File: src/hdl/tspc_pkg.sv
// Shared constants, types and helpers for the touch strip posture classifier.
// Depends on nothing; used by hdl/touch_strip_posture_classifier.sv and test/tb_top.sv.
package tspc_pkg;

   // Number of capacitive strips sampled per transaction.
   localparam int STRIP_COUNT = 4;
   localparam int SAMPLE_WIDTH = 16;
   localparam int THRESHOLD_WIDTH = 16;
   localparam int THRESHOLD_RESET = 50;
   localparam int POSTURE_WIDTH = 3;
   localparam int COUNT_WIDTH = $clog2(STRIP_COUNT + 1);

   // Stream payload widths, padded to whole bytes.
   localparam int REQ_DATA_WIDTH = ((STRIP_COUNT * SAMPLE_WIDTH + 7) / 8) * 8;
   localparam int RSP_FIELD_WIDTH = POSTURE_WIDTH + STRIP_COUNT;
   localparam int RSP_DATA_WIDTH = ((RSP_FIELD_WIDTH + 7) / 8) * 8;

   typedef logic [SAMPLE_WIDTH-1:0] sample_type;
   typedef logic [STRIP_COUNT-1:0] mask_type;
   typedef logic [COUNT_WIDTH-1:0] count_type;

   typedef enum logic [POSTURE_WIDTH-1:0] {
      POSTURE_OFF      = 3'd0,
      POSTURE_STANDING = 3'd1,
      POSTURE_SITTING  = 3'd2,
      POSTURE_WALKING  = 3'd3,
      POSTURE_LYING    = 3'd4
   } posture_type;

   // Number of set bits in a strip mask.
   function automatic count_type ones_in(input mask_type m);
      count_type n;
      n = '0;
      for (int i = 0; i < STRIP_COUNT; i++) begin
         n = n + count_type'(m[i]);
      end
      return n;
   endfunction

endpackage

File: src/hdl/touch_strip_posture_classifier.sv
// Touch strip posture classifier: input register, flag/posture logic, result register.
// Depends on hdl/tspc_pkg.sv.
// A request passes through the input register and then the result register before
// rsp_tvalid rises. Throughput: one transaction per cycle while rsp_tready is high;
// the input and result registers form a two-stage pipeline that advances whenever
// the result register is free or taken.
// Reset (synchronous, active high) clears the last samples, touch flags and
// valid bits, and sets the trigger threshold to 50.
module touch_strip_posture_classifier (
   input  logic                                clock,
   input  logic                                reset,
   // Fields from bit 0 up: reading_0, reading_1, reading_2, reading_3 (16 bits each).
   input  logic [tspc_pkg::REQ_DATA_WIDTH-1:0] req_tdata,
   input  logic                                req_tvalid,
   output logic                                req_tready,
   // Fields from bit 0 up: posture (3 bits), touch_mask (4 bits), zero padding.
   output logic [tspc_pkg::RSP_DATA_WIDTH-1:0] rsp_tdata,
   output logic                                rsp_tvalid,
   input  logic                                rsp_tready,
   // Trigger threshold write channel.
   input  logic [tspc_pkg::THRESHOLD_WIDTH-1:0] csr_data,
   input  logic                                csr_valid,
   output logic                                csr_ready
);

   logic [tspc_pkg::THRESHOLD_WIDTH-1:0] threshold_ff;
   logic [tspc_pkg::REQ_DATA_WIDTH-1:0]  in_data_ff;
   logic                                 in_valid_ff;
   tspc_pkg::sample_type                 last_sample_ff [tspc_pkg::STRIP_COUNT];
   tspc_pkg::sample_type                 last_sample_in [tspc_pkg::STRIP_COUNT];
   tspc_pkg::mask_type                   flags_ff;
   tspc_pkg::mask_type                   flags_in;
   tspc_pkg::count_type                  count;
   tspc_pkg::posture_type                posture_in;
   tspc_pkg::posture_type                posture_ff;
   tspc_pkg::mask_type                   mask_ff;
   logic                                 rsp_valid_ff;
   logic                                 advance;

   // Pipeline control: the input stage moves on when the result register can take it.
   assign advance    = in_valid_ff && (!rsp_valid_ff || rsp_tready);
   assign req_tready = !in_valid_ff || advance;
   assign csr_ready  = 1'b1;

   // Configuration register.
   always_ff @(posedge clock) begin
      if (reset) begin
         threshold_ff <= tspc_pkg::THRESHOLD_WIDTH'(tspc_pkg::THRESHOLD_RESET);
      end else if (csr_valid && csr_ready) begin
         threshold_ff <= csr_data;
      end
   end

   // Input register.
   always_ff @(posedge clock) begin
      if (reset) begin
         in_valid_ff <= 1'b0;
      end else if (req_tready) begin
         in_valid_ff <= req_tvalid;
      end
   end

   always_ff @(posedge clock) begin
      if (req_tvalid && req_tready) begin
         in_data_ff <= req_tdata;
      end
   end

   // Per-strip flag update. A rise beyond the threshold sets a clear flag and a
   // fall beyond it clears a set flag; compares are done in 17 bits so the
   // threshold sum cannot wrap.
   always_comb begin
      logic [tspc_pkg::SAMPLE_WIDTH:0] sample_wide;
      logic [tspc_pkg::SAMPLE_WIDTH:0] last_wide;
      logic [tspc_pkg::SAMPLE_WIDTH:0] th_wide;
      sample_wide = '0;
      last_wide   = '0;
      th_wide     = {1'b0, threshold_ff};
      flags_in    = flags_ff;
      for (int i = 0; i < tspc_pkg::STRIP_COUNT; i++) begin
         last_sample_in[i] = in_data_ff[i*tspc_pkg::SAMPLE_WIDTH +: tspc_pkg::SAMPLE_WIDTH];
         sample_wide = {1'b0, last_sample_in[i]};
         last_wide   = {1'b0, last_sample_ff[i]};
         if (flags_ff[i] && (last_wide > sample_wide + th_wide)) begin
            flags_in[i] = 1'b0;
         end else if (!flags_ff[i] && (sample_wide > last_wide + th_wide)) begin
            flags_in[i] = 1'b1;
         end
      end
   end

   // Posture decision from the new mask, the previous mask and the touch count.
   always_comb begin
      count = tspc_pkg::ones_in(flags_in);
      priority if (flags_in == '0) begin
         posture_in = tspc_pkg::POSTURE_OFF;
      end else if (flags_in == '1) begin
         posture_in = tspc_pkg::POSTURE_LYING;
      end else if (flags_in == flags_ff) begin
         posture_in = (count == tspc_pkg::COUNT_WIDTH'(1)) ? tspc_pkg::POSTURE_STANDING
                                                           : tspc_pkg::POSTURE_SITTING;
      end else begin
         posture_in = (count < tspc_pkg::COUNT_WIDTH'(3)) ? tspc_pkg::POSTURE_WALKING
                                                          : tspc_pkg::POSTURE_SITTING;
      end
   end

   // Strip state: last samples and touch flags advance with each transaction.
   always_ff @(posedge clock) begin
      if (reset) begin
         flags_ff <= '0;
         for (int i = 0; i < tspc_pkg::STRIP_COUNT; i++) begin
            last_sample_ff[i] <= '0;
         end
      end else if (advance) begin
         flags_ff <= flags_in;
         for (int i = 0; i < tspc_pkg::STRIP_COUNT; i++) begin
            last_sample_ff[i] <= last_sample_in[i];
         end
      end
   end

   // Result register.
   always_ff @(posedge clock) begin
      if (reset) begin
         rsp_valid_ff <= 1'b0;
      end else if (advance) begin
         rsp_valid_ff <= 1'b1;
      end else if (rsp_tready) begin
         rsp_valid_ff <= 1'b0;
      end
   end

   always_ff @(posedge clock) begin
      if (advance) begin
         posture_ff <= posture_in;
         mask_ff    <= flags_in;
      end
   end

   assign rsp_tvalid = rsp_valid_ff;
   assign rsp_tdata  = {{(tspc_pkg::RSP_DATA_WIDTH - tspc_pkg::RSP_FIELD_WIDTH){1'b0}},
                        mask_ff, posture_ff};

   // The reported mask always matches the touch flags committed with it.
   a_mask_matches_flags: assert property (@(posedge clock) disable iff (reset)
      rsp_valid_ff |-> (mask_ff == flags_ff))
      else $error("result mask differs from committed flags");

   // Off is reported exactly when no strip is touched.
   a_off_iff_empty: assert property (@(posedge clock) disable iff (reset)
      rsp_valid_ff |-> ((posture_ff == tspc_pkg::POSTURE_OFF) == (mask_ff == '0)))
      else $error("off posture inconsistent with mask");

   // Lying is reported only when every strip is touched.
   a_lying_full: assert property (@(posedge clock) disable iff (reset)
      (rsp_valid_ff && posture_ff == tspc_pkg::POSTURE_LYING) |-> (mask_ff == '1))
      else $error("lying posture without full mask");

   // An accepted request occupies the input stage in the next cycle.
   a_accept_loads: assert property (@(posedge clock) disable iff (reset)
      (req_tvalid && req_tready) |=> in_valid_ff)
      else $error("accepted request lost from input stage");

endmodule

File: config.mk
export PLATFORM = sky130hd
export DESIGN_NAME = touch_strip_posture_classifier
export DESIGN_NICKNAME = d
export VERILOG_FILES = /design/src/hdl/tspc_pkg.sv /design/src/hdl/touch_strip_posture_classifier.sv
export SDC_FILE = /design/constraint.sdc
export NUM_CORES = 1
export LEC_CHECK = 0
export BUFFER_PORTS_ARGS = -buffer_cell sky130_fd_sc_hd__buf_2
export CORE_AREA = 10 10 163 165
export CTS_CLUSTER_DIAMETER = 80
export CTS_CLUSTER_SIZE = 12
export DETAILED_ROUTE_END_ITERATION = 12
export DIE_AREA = 0 0 173 175
export PLACE_DENSITY_LB_ADDON = 0.1
export SETUP_SLACK_MARGIN = 0.02
export SYNTH_ARGS = -nofsm -noshare
export SYNTH_HDL_FRONTEND = slang
export SYNTH_SLANG_ARGS = --single-unit
export TNS_END_PERCENT = 20
File: constraint.sdc
create_clock -name clock -period 5.97 [get_ports clock]
set_clock_uncertainty 0.15 [all_clocks]
set_input_delay 0.597 -clock clock [delete_from_list [all_inputs] [get_ports clock]]
set_output_delay 0.597 -clock clock [all_outputs]
set_load 0.01 [all_outputs]
==> metrics.txt <==
area of the multi-input gates=9150 µm²; Hold Violations, Final=0; cell leakage power=7.310 nW; Placed Area=14,840 µm²; Net Sw Power=1.330 mW; detailed router's first-iteration violation count=935; # DRC=0; maximum root-to-sink buffer count=2; data required time at the worst endpoint=6070 ps; IO buf count=93; drt total wl=38,040 µm; GR Util All Layers=24.98%; die span in y=175 µm; combinational share of power=33.6%; WP data arrival=5710 ps; Startpoint Class=flop; final std cells w/o fill=1,847; detailed placement HPWL=28,990 µm; Inst Count DP=1,810; Starting Density=59.51%; syn_nets=1,746; WL per Instance=20.59 µm; Clk pwr share=31.4%; register area=4499 µm²; Final Util=67.18%; Final Setup Violations=0; Int Power=2.562 mW; Die Wd=173 µm; initial antenna violation count=0; Yosys cell types=74; xor and xnor area share after synthesis=6.453%; met2 Use GR=41.17%; Adder-Cell Fraction of Synth Area=24.80%; Clock transition at path regs=80 ps; vias in the first global route=11.41k; reg2reg start=threshold_ff[0]; Rows=56; Layout area overhead=12.89%; Critical Path Source=threshold_ff[0]; max-slew violations=0; vias after detailed routing=11.37k; CTS tree=done; max-cap violations=0; Tmin final=5603 ps; fin area=15,630 µm²; Tot Pwr=3.892 mW; syn_area_per_cell=9.945 µm²; Synth Area in Compound Gates=17.46%; core area=23,260 µm²; fillcell total=1,892; number of buffers created by CTS=17; Synth Area in Simple Gates=15.15%; Post-synth EDFFs=135; first-pass GRT wire length=60,760 µm; Die ar.=30,280 µm²; Root Buffer=clkbuf_16; maximum clock frequency=0.1785 GHz; final net count=1,869; DR vias/cell=6.156; min-delay worst type=input pin to flop; Final ANT Viol Nets=0; area leader, netlist=edfxtp_1; R2R depth=22; worst rel slew slack=34.46%; GPL Wtd Cong=0.9554; global route overflow=0; mux cell area share after synthesis=1.338%; synthesized area=13,840 µm²; clk_lat worst skew=450 ps; largest net degree at the start of global routing=79; Critical Path Sink Type=flop; ys async rst share=0%; Yosys warnings=0; Worst Path Max Fanout=7; ys flop type=edfxtp_1; r2r setup slk=370 ps; sequential element share of the synthesized area=32.47%; Setup TNS Final=0 ps; FF-to-FF End=posture_ff[0]; GR Util met1=33.34%; outcome=finished, final reports clean; Synth top area share=29.28%; # diodes=0; most common cell after layout, fill and taps aside=ha_1; actual slew at the worst max-slew pin=983.1 ps; largest family of logic cells by synthesized area=adder cells; layout cells sized above 1=13.55%; routing usage on met3=3.471%; clock sinks=157; TritonRoute pass-1 iters=5; cell count after synthesis=1,392; switching share of power=34.16%; worst vdd ir=0.1922 mV; Reg power frac=35.0%; CTS HTree Levels=4; main area contributors after synthesis=edfxtp_1 29%, ha_1 23%, xor2_1 4.5%, a21oi_1 4.3%, and3_1 3.6%; Ports=96; most frequent cells in the layout=258 x ha_1, 135 x edfxtp_1, 116 x a21oi_1; period utilization=93.86%; crit path kind=flop to flop; Power per Cell Area=249.0 nW/µm²; CP endpoint=posture_ff[0]; Yosys reg bits=157; GRT busiest layer=met2
## cell type report
cell class / count / area share [%]
clock buffer: 18 / 2.746
clock inverter: 14 / 1.329
inverter: 59 / 1.417
multi-input combinational: 1153 / 58.55
sequential: 157 / 28.79
tap: 319 / 2.554
timing repair buffer: 127 / 4.612
## stage by stage
stage / hold slack (ps) / setup slack (ps)
floorplan: 327.8 / 530.2
global placement: 355.6 / 214.7
detailed placement: 357.5 / 74.28
CTS: 154.4 / 43.85
global route: 165.9 / -27.26
finish: 169.5 / 366.9
## synth_stat cells (14+ instances only)
cell,number
a21o_1,41
a21oi_1,120
a31oi_1,16
and3_1,80
clkbuf_1,21
dfxtp_1,22
edfxtp_1,135
ha_1,260
inv_1,59
mux2i_1,17
nand2_1,49
nand2b_1,20
nand3_1,47
nand4_1,31
nor2_1,86
nor2b_1,19
nor3_1,27
o211ai_1,20
o21a_1,14
o21ai_0,51
o21bai_1,17
xnor2_1,31
xor2_1,71
## metal layers
layer | share of wire (%) | routed length, µm
met5 | 0 | 0
met4 | 2.4 | 924
met3 | 5.8 | 2217
met2 | 46 | 17480
met1 | 46 | 17410
## worst min-delay path by stage
| stage | from | depth (start not counted) | to |
|---|---|---|---|
| finish | req_tdata[10] | 1 | in_data_ff[10] |
| global route | req_tdata[25] | 1 | in_data_ff[25] |
| CTS | req_tdata[19] | 1 | in_data_ff[19] |
| detailed placement | in_valid_ff | 2 | rsp_tvalid |
| global placement | in_valid_ff | 2 | rsp_tvalid |
| floorplan | in_valid_ff | 2 | rsp_tvalid |
## state kept, by name, summed over array words and instances (netlist names)
signal	flops
posture_ff	3
flags_ff	4
in_data_ff	64
rsp_tvalid	1
last_sample_ff	64
in_valid_ff	1
threshold_ff	16
mask_ff	4
## cell families after synthesis
family / Yosys count
adder cells (fa/ha/maj): 269
AO/OA/AOI/OAI: 365
XOR/XNOR: 102
flip-flops: 157
multiplexers: 18
buffers and inverters: 82
AND/OR/NAND/NOR: 397
other: 2
## power by group through the flow
stage / clock (mW) / sequential, mW / combinational (mW)
floorplan: 0 / 1.35 / 0.926
global placement: 0 / 1.38 / 1.23
detailed placement: 0 / 1.38 / 1.26
CTS: 1.24 / 1.36 / 1.27
global route: 1.28 / 1.37 / 1.48
finish: 1.22 / 1.36 / 1.31
## critical path, stage by stage, from the launching register on
cell and delay (ps):
dfxtp_1 330, buf_4 180, ha_1 240, fa_1 460
a211oi_4 290, o211ai_1 230, a31oi_2 270, nor2_1 120
a31oi_1 240, xor2_1 120, ha_1 310, o21a_1 110
o21ai_0 70, a221oi_1 290, o31ai_1 150, or2_1 290
a21oi_2 200, fa_1 430, inv_1 80, ha_1 140
ha_1 240, and2_1 150, a2111oi_2 320
## what timing repair did
item,4_1_cts,5_1_grt
hold buffers,0,0
buffers inserted,0,5
setup endpoints to repair,0,2
gates resized for setup,0,31
Note: power is estimated with default switching activity, not from simulation.
